## src/design/kcp_pkg.sv

```systemverilog
package kcp_pkg;

   localparam int KEY_LEN = 17;
   localparam int MAX_FRAC_DIGITS = 6;
   localparam int MANT_W = 40;
   localparam int KEY_W = 8 * KEY_LEN;
   localparam int NUM_W = MANT_W + 17;
   localparam int DIV_W = 24;
   localparam int QUEUE_DEPTH = 4;
   localparam int QPTR_W = $clog2(QUEUE_DEPTH);

   localparam logic [MANT_W-1:0] MANT_MAX = {MANT_W{1'b1}};

   localparam logic [7:0] CH_A = 8'h41;
   localparam logic [7:0] CH_G = 8'h47;
   localparam logic [7:0] CH_Q = 8'h51;
   localparam logic [7:0] CH_Z = 8'h5A;
   localparam logic [7:0] CH_0 = 8'h30;
   localparam logic [7:0] CH_9 = 8'h39;
   localparam logic [7:0] CH_MINUS = 8'h2D;
   localparam logic [7:0] CH_POINT = 8'h2E;

   localparam logic [1:0] ADDR_KEY_LOW = 2'd0;
   localparam logic [1:0] ADDR_KEY_MID = 2'd1;
   localparam logic [1:0] ADDR_KEY_LAST = 2'd2;
   localparam logic [1:0] ADDR_SCALE = 2'd3;

   localparam logic [15:0] SCALE_RESET = 16'd256;

   typedef enum logic [1:0] {
      ACT_WRITE = 2'd0,
      ACT_STOP  = 2'd1,
      ACT_START = 2'd2
   } action_type;

   typedef enum logic [1:0] {
      PH_IDLE = 2'd0,
      PH_KEY  = 2'd1,
      PH_BODY = 2'd2
   } phase_type;

   typedef enum logic [2:0] {
      BK_IDLE = 3'd0,
      BK_DIV  = 3'd1,
      BK_MUL  = 3'd2,
      BK_SAT  = 3'd3,
      BK_LOOP = 3'd4
   } back_state_type;

   // one queued job: an optional parameter write followed by an optional loop action
   typedef struct packed {
      logic              has_write;
      logic [2:0]        target;
      logic [MANT_W-1:0] mantissa;
      logic [2:0]        frac_digits;
      logic              negative;
      logic              has_loop;
      action_type        loop_action;
   } job_type;

   function automatic logic [DIV_W-1:0] pow10(input logic [2:0] n);
      logic [DIV_W-1:0] p;
      begin
         case (n)
            3'd0: p = 24'd1;
            3'd1: p = 24'd10;
            3'd2: p = 24'd100;
            3'd3: p = 24'd1000;
            3'd4: p = 24'd10000;
            3'd5: p = 24'd100000;
            3'd6: p = 24'd1000000;
            default: p = 24'd10000000;
         endcase
         return p;
      end
   endfunction

endpackage

```

## src/design/kcp_front.sv

```systemverilog
module kcp_front (
   input  logic                     clock,
   input  logic                     reset,
   input  logic                     req_tvalid,
   output logic                     req_tready,
   input  logic [7:0]               req_tdata,
   input  logic [1:0]               req_tuser,
   input  logic [kcp_pkg::KEY_W-1:0] key_vec,
   input  logic                     queue_full,
   output logic                     push,
   output kcp_pkg::job_type         push_job
);

   kcp_pkg::phase_type phase_ff, phase_in;
   logic [4:0] byte_count_ff, byte_count_in;
   logic key_match_ff, key_match_in;
   logic [2:0] pending_target_ff, pending_target_in;
   logic value_active_ff, value_active_in;
   logic [kcp_pkg::MANT_W-1:0] mantissa_ff, mantissa_in;
   logic [2:0] frac_digits_ff, frac_digits_in;
   logic frac_seen_ff, frac_seen_in;
   logic negative_ff, negative_in;
   logic stop_requested_ff, stop_requested_in;

   logic accept;
   logic [7:0] rx_byte;
   logic som;
   logic running;
   logic [7:0] key_byte;
   logic [kcp_pkg::MANT_W+3:0] times10;
   logic is_digit;

   assign rx_byte = req_tdata;
   assign som = req_tuser[0];
   assign running = req_tuser[1];
   assign req_tready = !queue_full;
   assign accept = req_tvalid && req_tready;
   assign is_digit = (rx_byte >= kcp_pkg::CH_0) && (rx_byte <= kcp_pkg::CH_9);

   always_comb begin
      phase_in = phase_ff;
      byte_count_in = byte_count_ff;
      key_match_in = key_match_ff;
      pending_target_in = pending_target_ff;
      value_active_in = value_active_ff;
      mantissa_in = mantissa_ff;
      frac_digits_in = frac_digits_ff;
      frac_seen_in = frac_seen_ff;
      negative_in = negative_ff;
      stop_requested_in = stop_requested_ff;
      push_job = '0;
      push_job.loop_action = kcp_pkg::ACT_WRITE;
      key_byte = 8'd0;
      times10 = '0;

      // new message start drops everything open
      if (som) begin
         phase_in = kcp_pkg::PH_KEY;
         byte_count_in = 5'd0;
         key_match_in = 1'b1;
         pending_target_in = 3'd0;
         value_active_in = 1'b0;
         mantissa_in = '0;
         frac_digits_in = 3'd0;
         frac_seen_in = 1'b0;
         negative_in = 1'b0;
         stop_requested_in = 1'b0;
      end

      if (byte_count_in < 5'(kcp_pkg::KEY_LEN)) begin
         key_byte = key_vec[{byte_count_in, 3'b000} +: 8];
      end

      if (phase_in == kcp_pkg::PH_KEY) begin
         if (rx_byte != key_byte) begin
            key_match_in = 1'b0;
         end
         byte_count_in = byte_count_in + 5'd1;
         if (byte_count_in >= 5'(kcp_pkg::KEY_LEN)) begin
            phase_in = key_match_in ? kcp_pkg::PH_BODY : kcp_pkg::PH_IDLE;
         end
      end else if (phase_in == kcp_pkg::PH_BODY) begin
         if (value_active_in && is_digit) begin
            if (!frac_seen_in || frac_digits_in < 3'(kcp_pkg::MAX_FRAC_DIGITS)) begin
               times10 = ({4'd0, mantissa_in} << 3) + ({4'd0, mantissa_in} << 1)
                  + {36'd0, rx_byte - kcp_pkg::CH_0};
               if (times10 > {4'd0, kcp_pkg::MANT_MAX}) begin
                  mantissa_in = kcp_pkg::MANT_MAX;
               end else begin
                  mantissa_in = times10[kcp_pkg::MANT_W-1:0];
               end
               if (frac_seen_in) begin
                  frac_digits_in = frac_digits_in + 3'd1;
               end
            end
         end else if (value_active_in && rx_byte == kcp_pkg::CH_MINUS) begin
            negative_in = 1'b1;
         end else if (value_active_in && rx_byte == kcp_pkg::CH_POINT) begin
            frac_seen_in = 1'b1;
         end else begin
            // value closes on any other byte
            if (value_active_in) begin
               push_job.has_write = 1'b1;
               push_job.target = pending_target_in;
               push_job.mantissa = mantissa_in;
               push_job.frac_digits = frac_digits_in;
               push_job.negative = negative_in;
               value_active_in = 1'b0;
               mantissa_in = '0;
               frac_digits_in = 3'd0;
               frac_seen_in = 1'b0;
               negative_in = 1'b0;
            end
            if (rx_byte >= kcp_pkg::CH_A && rx_byte <= kcp_pkg::CH_G) begin
               pending_target_in = 3'(rx_byte - kcp_pkg::CH_A);
               value_active_in = 1'b1;
            end else if (rx_byte == kcp_pkg::CH_Q) begin
               stop_requested_in = 1'b1;
            end else if (rx_byte == kcp_pkg::CH_Z) begin
               if (stop_requested_in) begin
                  push_job.has_loop = 1'b1;
                  push_job.loop_action = kcp_pkg::ACT_STOP;
               end else if (!running) begin
                  push_job.has_loop = 1'b1;
                  push_job.loop_action = kcp_pkg::ACT_START;
               end
               phase_in = kcp_pkg::PH_IDLE;
            end
         end
      end

      push = accept && (push_job.has_write || push_job.has_loop);
   end

   always_ff @(posedge clock) begin
      if (reset) begin
         phase_ff <= kcp_pkg::PH_IDLE;
         byte_count_ff <= 5'd0;
         key_match_ff <= 1'b1;
         pending_target_ff <= 3'd0;
         value_active_ff <= 1'b0;
         mantissa_ff <= '0;
         frac_digits_ff <= 3'd0;
         frac_seen_ff <= 1'b0;
         negative_ff <= 1'b0;
         stop_requested_ff <= 1'b0;
      end else if (accept) begin
         phase_ff <= phase_in;
         byte_count_ff <= byte_count_in;
         key_match_ff <= key_match_in;
         pending_target_ff <= pending_target_in;
         value_active_ff <= value_active_in;
         mantissa_ff <= mantissa_in;
         frac_digits_ff <= frac_digits_in;
         frac_seen_ff <= frac_seen_in;
         negative_ff <= negative_in;
         stop_requested_ff <= stop_requested_in;
      end
   end

endmodule

```

## src/design/kcp_queue.sv

```systemverilog
module kcp_queue (
   input  logic             clock,
   input  logic             reset,
   input  logic             push,
   input  kcp_pkg::job_type push_job,
   input  logic             pop,
   output logic             full,
   output logic             not_empty,
   output kcp_pkg::job_type head_job
);

   kcp_pkg::job_type slot_ff [kcp_pkg::QUEUE_DEPTH];
   logic [kcp_pkg::QPTR_W-1:0] wr_ptr_ff, wr_ptr_in;
   logic [kcp_pkg::QPTR_W-1:0] rd_ptr_ff, rd_ptr_in;
   logic [kcp_pkg::QPTR_W:0] count_ff, count_in;

   assign full = (count_ff == (kcp_pkg::QPTR_W + 1)'(kcp_pkg::QUEUE_DEPTH));
   assign not_empty = (count_ff != '0);
   assign head_job = slot_ff[rd_ptr_ff];

   always_comb begin
      wr_ptr_in = wr_ptr_ff;
      rd_ptr_in = rd_ptr_ff;
      count_in = count_ff;
      if (push) begin
         wr_ptr_in = wr_ptr_ff + 1'b1;
      end
      if (pop) begin
         rd_ptr_in = rd_ptr_ff + 1'b1;
      end
      if (push && !pop) begin
         count_in = count_ff + 1'b1;
      end else if (pop && !push) begin
         count_in = count_ff - 1'b1;
      end
   end

   always_ff @(posedge clock) begin
      if (reset) begin
         wr_ptr_ff <= '0;
         rd_ptr_ff <= '0;
         count_ff <= '0;
      end else begin
         wr_ptr_ff <= wr_ptr_in;
         rd_ptr_ff <= rd_ptr_in;
         count_ff <= count_in;
      end
   end

   always_ff @(posedge clock) begin
      if (push) begin
         slot_ff[wr_ptr_ff] <= push_job;
      end
   end

endmodule

```

## src/design/kcp_back.sv

```systemverilog
module kcp_back (
   input  logic             clock,
   input  logic             reset,
   input  logic             not_empty,
   input  kcp_pkg::job_type head_job,
   output logic             pop,
   input  logic [15:0]      scale,
   output logic             rsp_tvalid,
   input  logic             rsp_tready,
   output logic [31:0]      rsp_tdata,
   output logic [4:0]       rsp_tuser,
   output logic             rsp_tlast
);

   localparam int CNT_W = $clog2(kcp_pkg::NUM_W);
   localparam int CLAMP_W = kcp_pkg::MANT_W + 1;
   localparam int PROD_W = CLAMP_W + 16;

   kcp_pkg::back_state_type state_ff, state_in;
   kcp_pkg::job_type job_ff, job_in;
   logic [kcp_pkg::NUM_W-1:0] num_ff, num_in;
   logic [kcp_pkg::DIV_W-1:0] rem_ff, rem_in;
   logic [kcp_pkg::DIV_W-1:0] div_ff, div_in;
   logic [CNT_W-1:0] cnt_ff, cnt_in;
   logic [PROD_W-1:0] prod_ff, prod_in;

   logic out_valid_ff, out_valid_in;
   kcp_pkg::action_type out_action_ff, out_action_in;
   logic [2:0] out_target_ff, out_target_in;
   logic [31:0] out_value_ff, out_value_in;
   logic out_last_ff, out_last_in;

   logic out_free;
   logic [kcp_pkg::DIV_W:0] trial;
   logic [kcp_pkg::DIV_W-1:0] head_p10;
   logic [CLAMP_W-1:0] clamped;
   logic [PROD_W-1:0] rounded;
   logic [PROD_W-1:0] mag;
   logic [PROD_W-1:0] limit;
   logic [31:0] mag32;

   assign out_free = !out_valid_ff || rsp_tready;
   assign rsp_tvalid = out_valid_ff;
   assign rsp_tdata = out_value_ff;
   assign rsp_tuser = {out_target_ff, out_action_ff};
   assign rsp_tlast = out_last_ff;

   assign trial = {rem_ff, num_ff[kcp_pkg::NUM_W-1]};
   assign head_p10 = kcp_pkg::pow10(head_job.frac_digits);

   always_comb begin
      state_in = state_ff;
      job_in = job_ff;
      num_in = num_ff;
      rem_in = rem_ff;
      div_in = div_ff;
      cnt_in = cnt_ff;
      prod_in = prod_ff;
      out_valid_in = out_valid_ff && !rsp_tready;
      out_action_in = out_action_ff;
      out_target_in = out_target_ff;
      out_value_in = out_value_ff;
      out_last_in = out_last_ff;
      pop = 1'b0;
      clamped = '0;
      rounded = '0;
      mag = '0;
      limit = '0;
      mag32 = '0;

      case (state_ff)
         kcp_pkg::BK_IDLE: begin
            if (not_empty) begin
               pop = 1'b1;
               job_in = head_job;
               // numerator with round-half-up offset
               num_in = {1'b0, head_job.mantissa, 16'd0}
                  + {{(kcp_pkg::NUM_W - kcp_pkg::DIV_W){1'b0}}, head_p10 >> 1};
               rem_in = '0;
               div_in = head_p10;
               cnt_in = CNT_W'(kcp_pkg::NUM_W - 1);
               if (!head_job.has_write) begin
                  state_in = kcp_pkg::BK_LOOP;
               end else if (head_job.frac_digits == 3'd0) begin
                  state_in = kcp_pkg::BK_MUL;
               end else begin
                  state_in = kcp_pkg::BK_DIV;
               end
            end
         end
         kcp_pkg::BK_DIV: begin
            // restoring divide, one quotient bit a cycle
            if (trial >= {1'b0, div_ff}) begin
               rem_in = kcp_pkg::DIV_W'(trial - {1'b0, div_ff});
               num_in = {num_ff[kcp_pkg::NUM_W-2:0], 1'b1};
            end else begin
               rem_in = trial[kcp_pkg::DIV_W-1:0];
               num_in = {num_ff[kcp_pkg::NUM_W-2:0], 1'b0};
            end
            cnt_in = cnt_ff - 1'b1;
            if (cnt_ff == '0) begin
               state_in = kcp_pkg::BK_MUL;
            end
         end
         kcp_pkg::BK_MUL: begin
            if (num_ff > kcp_pkg::NUM_W'(1) << kcp_pkg::MANT_W) begin
               clamped = CLAMP_W'(1) << kcp_pkg::MANT_W;
            end else begin
               clamped = num_ff[CLAMP_W-1:0];
            end
            prod_in = {{(PROD_W - CLAMP_W){1'b0}}, clamped} * {{(PROD_W - 16){1'b0}}, scale};
            state_in = kcp_pkg::BK_SAT;
         end
         kcp_pkg::BK_SAT: begin
            rounded = (prod_ff + PROD_W'(128)) >> 8;
            if (job_ff.target == 3'd0) begin
               mag = rounded;
            end else begin
               mag = num_ff;
            end
            limit = job_ff.negative ? PROD_W'(33'h080000000) : PROD_W'(33'h07FFFFFFF);
            if (mag > limit) begin
               mag = limit;
            end
            mag32 = mag[31:0];
            if (out_free) begin
               out_valid_in = 1'b1;
               out_action_in = kcp_pkg::ACT_WRITE;
               out_target_in = job_ff.target;
               out_value_in = job_ff.negative ? (32'd0 - mag32) : mag32;
               out_last_in = !job_ff.has_loop;
               state_in = job_ff.has_loop ? kcp_pkg::BK_LOOP : kcp_pkg::BK_IDLE;
            end
         end
         kcp_pkg::BK_LOOP: begin
            if (out_free) begin
               out_valid_in = 1'b1;
               out_action_in = job_ff.loop_action;
               out_target_in = 3'd0;
               out_value_in = 32'd0;
               out_last_in = 1'b1;
               state_in = kcp_pkg::BK_IDLE;
            end
         end
         default: begin
            state_in = kcp_pkg::BK_IDLE;
         end
      endcase
   end

   always_ff @(posedge clock) begin
      if (reset) begin
         state_ff <= kcp_pkg::BK_IDLE;
         out_valid_ff <= 1'b0;
      end else begin
         state_ff <= state_in;
         out_valid_ff <= out_valid_in;
      end
   end

   always_ff @(posedge clock) begin
      job_ff <= job_in;
      num_ff <= num_in;
      rem_ff <= rem_in;
      div_ff <= div_in;
      cnt_ff <= cnt_in;
      prod_ff <= prod_in;
      out_action_ff <= out_action_in;
      out_target_ff <= out_target_in;
      out_value_ff <= out_value_in;
      out_last_ff <= out_last_in;
   end

endmodule

```

## src/design/keyed_tagged_command_parser_top.sv

```systemverilog
// channel    direction  payload
// req_*      in         tdata: rx_byte; tuser: start_of_message, loop_running
// rsp_*      out        tdata: value (Q16.16); tuser: action, target; tlast: last
// csr_*      in/out     apb, 64-bit data, registers at 8-byte steps
//
// front parser takes one byte a cycle while the job queue (4 entries) has room
// a byte that closes a value sends the back end through multiply and saturate, with
// the 57-step restoring divider first when it has a fraction; a loop action follows
// a write as a further result, or goes through the loop state on its own
// back end and front stall independently; results sit in an output register
// reset clears parser state, queue, back end and output valid; scale returns to 1.0
module keyed_tagged_command_parser_top (
   input  logic        clock,
   input  logic        reset,
   input  logic        req_tvalid,
   output logic        req_tready,
   input  logic [7:0]  req_tdata,    // [7:0] rx_byte
   input  logic [1:0]  req_tuser,    // [0] start_of_message, [1] loop_running
   output logic        rsp_tvalid,
   input  logic        rsp_tready,
   output logic [31:0] rsp_tdata,    // [31:0] value
   output logic [4:0]  rsp_tuser,    // [1:0] action, [4:2] target
   output logic        rsp_tlast,
   input  logic        csr_psel,
   input  logic        csr_penable,
   input  logic        csr_pwrite,
   input  logic [4:0]  csr_paddr,
   input  logic [63:0] csr_pwdata,
   output logic [63:0] csr_prdata,
   output logic        csr_pready
);

   logic [63:0] key_low_ff;
   logic [63:0] key_mid_ff;
   logic [7:0]  key_last_ff;
   logic [15:0] scale_ff;

   logic csr_write;
   logic [1:0] csr_index;

   logic push;
   kcp_pkg::job_type push_job;
   logic pop;
   logic queue_full;
   logic queue_not_empty;
   kcp_pkg::job_type head_job;

   // register file
   assign csr_pready = 1'b1;
   assign csr_index = csr_paddr[4:3];
   assign csr_write = csr_psel && csr_penable && csr_pwrite && csr_pready;

   always_ff @(posedge clock) begin
      if (reset) begin
         key_low_ff <= 64'd0;
         key_mid_ff <= 64'd0;
         key_last_ff <= 8'd0;
         scale_ff <= kcp_pkg::SCALE_RESET;
      end else if (csr_write) begin
         case (csr_index)
            kcp_pkg::ADDR_KEY_LOW: key_low_ff <= csr_pwdata;
            kcp_pkg::ADDR_KEY_MID: key_mid_ff <= csr_pwdata;
            kcp_pkg::ADDR_KEY_LAST: key_last_ff <= csr_pwdata[7:0];
            kcp_pkg::ADDR_SCALE: scale_ff <= csr_pwdata[15:0];
            default: ;
         endcase
      end
   end

   always_comb begin
      case (csr_index)
         kcp_pkg::ADDR_KEY_LOW: csr_prdata = key_low_ff;
         kcp_pkg::ADDR_KEY_MID: csr_prdata = key_mid_ff;
         kcp_pkg::ADDR_KEY_LAST: csr_prdata = {56'd0, key_last_ff};
         kcp_pkg::ADDR_SCALE: csr_prdata = {48'd0, scale_ff};
         default: csr_prdata = 64'd0;
      endcase
   end

   // byte parser: key check, tags, decimal digit accumulation
   kcp_front u_front (
      .clock      (clock),
      .reset      (reset),
      .req_tvalid (req_tvalid),
      .req_tready (req_tready),
      .req_tdata  (req_tdata),
      .req_tuser  (req_tuser),
      .key_vec    ({key_last_ff, key_mid_ff, key_low_ff}),
      .queue_full (queue_full),
      .push       (push),
      .push_job   (push_job)
   );

   // short job queue between parser and arithmetic
   kcp_queue u_queue (
      .clock     (clock),
      .reset     (reset),
      .push      (push),
      .push_job  (push_job),
      .pop       (pop),
      .full      (queue_full),
      .not_empty (queue_not_empty),
      .head_job  (head_job)
   );

   // decimal scaling divide, set point multiply, saturation, result register
   kcp_back u_back (
      .clock      (clock),
      .reset      (reset),
      .not_empty  (queue_not_empty),
      .head_job   (head_job),
      .pop        (pop),
      .scale      (scale_ff),
      .rsp_tvalid (rsp_tvalid),
      .rsp_tready (rsp_tready),
      .rsp_tdata  (rsp_tdata),
      .rsp_tuser  (rsp_tuser),
      .rsp_tlast  (rsp_tlast)
   );

endmodule
```

## config.mk

```make
export PLATFORM = sky130hd
export DESIGN_NAME = keyed_tagged_command_parser_top
export DESIGN_NICKNAME = d
export VERILOG_FILES = /design/src/design/kcp_pkg.sv /design/src/design/kcp_front.sv /design/src/design/kcp_queue.sv /design/src/design/kcp_back.sv /design/src/design/keyed_tagged_command_parser_top.sv
export SDC_FILE = /design/constraint.sdc
export NUM_CORES = 2
export LEC_CHECK = 0
export BUFFER_PORTS_ARGS = -buffer_cell sky130_fd_sc_hd__buf_2
export CORE_UTILIZATION = 69
export CTS_CLUSTER_DIAMETER = 200
export CTS_CLUSTER_SIZE = 28
export DETAILED_ROUTE_END_ITERATION = 12
export GPL_ROUTABILITY_DRIVEN = 0
export PLACE_DENSITY_LB_ADDON = 0.25
export SLEW_MARGIN = 20
export SYNTH_ARGS = -nofsm -noshare
export SYNTH_HDL_FRONTEND = slang
export SYNTH_SLANG_ARGS = --single-unit
```

## constraint.sdc

```tcl
create_clock -name clock -period 17.6 [get_ports clock]
set_input_delay 4.4 -clock clock [delete_from_list [all_inputs] [get_ports clock]]
set_output_delay 4.4 -clock clock [all_outputs]
set_load 0.02 [all_outputs]
```

* After elaboration in Yosys (flattened, before gate mapping)
Memories as Yosys holds them, arrays and structs flattened. A register that Yosys moved wholly into a read port is not among the register bits. Index checks and enable logic that the tools add are counted.
Word-level totals: ROM bits 0, RAM bits 204, memories 1, word-level logic and storage cells 256, latch bits 0, register bits after elaboration 434, input bits 86
Memories:
- u_queue.slot_ff | depth 4, width 51, rd ports 1, clocked after memory_dff 1, write ports 1, line kcp_queue.sv:12 | kcp_pkg::job_type slot_ff [kcp_pkg::QUEUE_DEPTH];
Cells by class: equality and inequality tests 25, div/mod/pow operators 0, order comparisons 11, shift-type cells 1, $add $sub $neg 15, bitwise logic cells 0, reductions and logical operators 40, muxes and demuxes 130, $mul 1
Operators with widths (number):
- 40-bit 2-to-1 mux | 9
- 64-bit case mux with 4 select lines | 1
- 51-bit 2-to-1 mux | 5
- 32-bit 2-to-1 mux | 6
- 57-bit 2-to-1 mux | 3
- 24-bit case mux with 7 select lines | 1
- 136-bit by 9-bit variable part select with 8-bit output | 1
- 57-bit case mux with 2 select lines | 1
- 3-bit 2-to-1 mux | 30
- 41-bit 2-to-1 mux | 2
- 32-bit case mux with 2 select lines | 1
- 56-bit by 23-bit adder with 57-bit output | 1
- 57-bit by 8-bit adder with 57-bit output, second input constant | 1
- 57-bit by 32-bit > comparator with 1-bit output | 1
- 57-bit by 41-bit > comparator with 1-bit output, second input constant | 1
- 41-bit by 16-bit multiplier with 57-bit output | 1
- 24-bit 2-to-1 mux | 2
- 48-bit 2-to-1 mux | 1
- 24-bit case mux with 2 select lines | 1
- 43-bit by 41-bit adder with 44-bit output | 1
- 44-bit by 8-bit adder with 44-bit output | 1
- 44-bit by 40-bit > comparator with 1-bit output, second input constant | 1
- 1-bit 2-to-1 mux | 42
- 2-bit 2-to-1 mux | 16
- 46 further kinds | 93

* Longest topological paths before layout
depth in word-level cells 16, gate-level depth with buffers 34

* By module
A second synthesis with hierarchy kept.
Unflattened totals: cell total of the unflattened synthesis 5828, area, all modules 56830.8 um2
By module, submodules not included:
- kcp_back | instances 1, cells each 3723, area an instance 33271.9 um2
- kcp_front | instances 1, cells each 1078, area an instance 8365.5 um2
- kcp_queue | instances 1, cells each 311, area an instance 7848.8 um2
- keyed_tagged_command_parser_top | instances 1, cells each 716, area an instance 7344.5 um2

* Worst setup path after synthesis
No wires, ideal clock.
path type input -> output, start point in csr_paddr[3], end point out csr_prdata[48], required time 13200 ps, path buffers 3, setup slack 7215 ps, arrival 5985 ps, stages 5, cell sequence clkbuf_1 > buf_1 > buf_1 > mux2i_1 > nor2_1
Between the ends: longest elaborated chain between the ends 2
RTL lines:
- start: declaration | line keyed_tagged_command_parser_top.sv:27 | input logic [4:0] csr_paddr,
- 2-bit equality test, or another cell as far along | line keyed_tagged_command_parser_top.sv:71 | case (csr_index)
- 64-bit case mux with 4 select lines * | line keyed_tagged_command_parser_top.sv:71
- end: declaration | line keyed_tagged_command_parser_top.sv:29 | output logic [63:0] csr_prdata,
Every way passes the cells marked *; elsewhere a longest branch is shown, timed or not.

* Worst setup path in the final report
start point in csr_paddr[3], end point out csr_prdata[11]
Same word-level chain as after synthesis.

==> results by group <==
Die
  • Core Box Area: about 78,000 µm²
  • Row cnt: approximately 100
  • Initial Util: approximately 70%
  • I/O Pins: roughly 190
  • Die Width: 283 µm
  • Die area: roughly 80,000 µm²
  • Chip height: ~280 µm

Detailed routing
  • Number of DRC markers in iteration 0: ~4,300
  • Final wirelength: ~140,000 µm
  • Via count: between 40,000 and 50,000
  • Antenna Violating Nets Remaining: 0
  • Remaining DRCs: 0
  • Via density: 6.27
  • DR WL/cell: ~21 µm
  • Pre-Repair DR Iteration Count: 8

Synthesis
  • Syn avg cell area: ~9.4 µm²
  • Seq cells post-synth: between 600 and 700
  • Post-synth EDFFs: between 400 and 500
  • Mapped Cells: a little under 6,000
  • Cell variety after synth: 82
  • Syn Nets: between 6,000 and 7,000
  • Ys flop type: edfxtp_1
  • Yosys Warn Count: 0
  • Async set-reset flop share out of synthesis: 0%
  • Post-Syn Area: ~55,000 µm²
  • Sequential share of the synthesized area: ~30%

Place
  • Post-detail-place hpwl: 102,000 µm
  • Input/output buffers: 186

Timing
  • RSZ-0062 raised after global routing: false
  • Final Critical Period: approximately 11 ns
  • Relative max-transition margin: about 26%
  • Clock skew: roughly 0.045 ns
  • Final setup viols: 0
  • Tcrit/Tclk final: between 60% and 70%
  • Number of failing hold endpoints at the final stage: 0
  • Actual slew at the worst max-slew pin: between 1 and 1.5 ns
  • Maximum clock frequency: roughly 0.09 GHz
  • Slew Viols, Final: 0
  • Setup_tns: 0 ns

Power
  • Maximum vdd drop: about 0.11 mV
  • Sequential share of power: about half
  • Switching share of power: between 30% and 40%
  • Leakage: approximately 24 nW
  • Sw Pwr: about 1.3 mW
  • Pint: between 2 and 2.5 mW
  • Power density over cell area: about 67 nW/µm²
  • Clock share of power: roughly a fifth
  • Final total power: between 3 and 4 mW
  • Logic pwr share: between 20 and 30%

Worst setup path
  • CP arrival: approximately 6.4 ns
  • Critical Path RT: 13.20 ns
  • CP Capture Type: primary output
  • CP Launch Type: primary input
  • Crit-path max FO: 63
  • Critical path type: in -> out

Layout
  • Most common cell after layout, fill and taps aside: nand2_1
  • Layout cell share with drive strength beyond 1: under 10%
  • Util after Layout: between 70 and 80%
  • Most frequent cells in the layout: nand2_1 (954), inv_1 (723), fa_1 (552)
  • Fill cells: approximately 5,500
  • Area delta synth->final: 4.56%
  • Nets: approximately 6,700

GRT
  • Overflow after GRT: 0
  • Global-route wire length before repair: about 230,000 µm
  • Largest net degree at the start of global routing: roughly 120
  • GRT Overall Usage: a little over a third
  • Number of antenna violations at the first check in global routing: 7
  • Vias in the first global route: approximately 43,000

Status
  • Status: finished clean

Clock tree
  • Clock transition at the registers of the reported paths: about 0.11 ns
  • H-tree depth: 1
  • Num CTS Buffers: 26
  • CTS max path bufs: 3
  • CTS sink cnt: 625
  • Post-CTS sizing: 0
  • CTS Hold Bufs: 0
  • Clock Latency Late Sink: about 0.67 ns
  • CTS tree: yes
  • Root cell of the clock tree: clkbuf_16
  • Post-CTS Setup Bufs: 0

Worst hold path
  • Hold WC Path Type: reg -> reg

Job
  • Max-Cap Viols: 0
-- power by group through the flow --
stage / Sequential, mW / Combinational, mW / Clock, mW
5_1_grt: 1.94 / 1.23 / 0.805
3_5_place_dp: 1.95 / 1.10 / 0
6_report: 1.92 / 1.12 / 0.755
2_1_floorplan: 1.91 / 0.834 / 0
3_3_place_gp: 1.94 / 1.06 / 0
4_1_cts: 1.91 / 1.11 / 0.758
-- worst max-delay path, stage by stage --
cell and delay [ns]:
buf_4 0.17, buf_4 0.81, nor2_1 0.42, a22o_1 0.37, buf_2 0.17
-- cell usage after synthesis, drive strengths merged, types with 9 or more instances --
cell,number,area [µm²]
o21ai,154,775
nand2b,33,206
a311oi,9,78.8
buf,38,180
o211ai,15,113
and3,79,494
xnor2,131,1150
clkbuf,291,1090
a21o,66,495
a211oi,43,328
o31ai,16,120
nand2,955,3580
a22oi,13,97.6
mux2,18,203
and2,219,1370
xor2,63,552
nor3b,25,188
a221oi,20,175
ha,280,3500
inv,725,2720
mux2i,92,921
o21a,23,173
a22o,9,78.8
mux4,82,1850
and4,10,87.6
edfxtp,402,12100
fa,552,11100
or3,29,181
a31oi,25,156
nor3,64,320
nand4,45,288
nor4,27,181
o221ai,32,280
a21oi,391,1960
dfxtp,223,4460
nor2,342,1280
nand3,75,375
nor2b,105,657
-- registers in the layout, summed over array words and instances (netlist names), 8 cells and up, named ones only --
register,count
key_last_ff,8
key_low_ff,64
key_mid_ff,64
scale_ff,16
u_back.div_ff,16
u_back.num_ff,57
u_back.prod_ff,50
u_back.rem_ff,24
u_back.rsp_tdata,32
u_front.mantissa_ff,40
u_queue.slot_ff,204
-- kinds of logic (layout without fill, tap and decap cells) --
family	Yosys count	in the layout	synth area share, %
and+or+nand+nor	2039	2039	17.4
other	1	5	0.00687
DFF	625	625	30.3
adders and majority gates	832	832	26.7
AOI/OAI and AO/OA	877	877	9.82
buffers and inverters	1054	1038	7.31
muxes	192	192	5.44
xor gates and xnor gates	194	194	3.11
-- worst paths after layout --
kind | start | to | slack, ns | cells past startpoint
setup / recovery | csr_paddr[3] | csr_prdata[11] | 6.80 | 5
hold / removal | key_mid_ff[25] | key_mid_ff[25] | 0.47 | 2
setup reg to reg | u_back.num_ff[44] | u_back.prod_ff[51] | 7.35 | 30
hold reg to reg | key_mid_ff[25] | key_mid_ff[25] | 0.47 | 2
-- metrics by stage --
stage          area [µm²]  setup WS [ns]  instances  hold slack (ns)
5_1_grt             57100           6.71       6839            0.496
2_1_floorplan       54600           7.21       5814            0.440
3_5_place_dp        56300           6.83       6793            0.460
3_3_place_gp        56300           6.85       6793            0.453
4_1_cts             57100           6.82       6837            0.475
6_report            57100           6.80       6842            0.472
-- area by class of cell --
class,count,area (µm²),share of cell area (%)
multi-input combinational,4135,34200,59.9
sequential,625,16500,29.0
inverter,725,2720,4.77
timing repair buffer,269,1580,2.76
tap,1040,1300,2.28
clock buffer,42,711,1.24
clock inverter,2,50.0,0.0877
antenna,4,10.0,0.0175
-- routing by layer --
layer  part of all wire (%)  GRT usage [%]  vias to the layer above
met5                  0.051              0                        -
met4                    4.3           13.9                       12
met3                    8.9           4.73                      444
met2                     49           58.9                     2227
met1                     38           46.8                    21100
li1                       -              -                    19200
No activity file was read; power rests on OpenSTA's default activity.
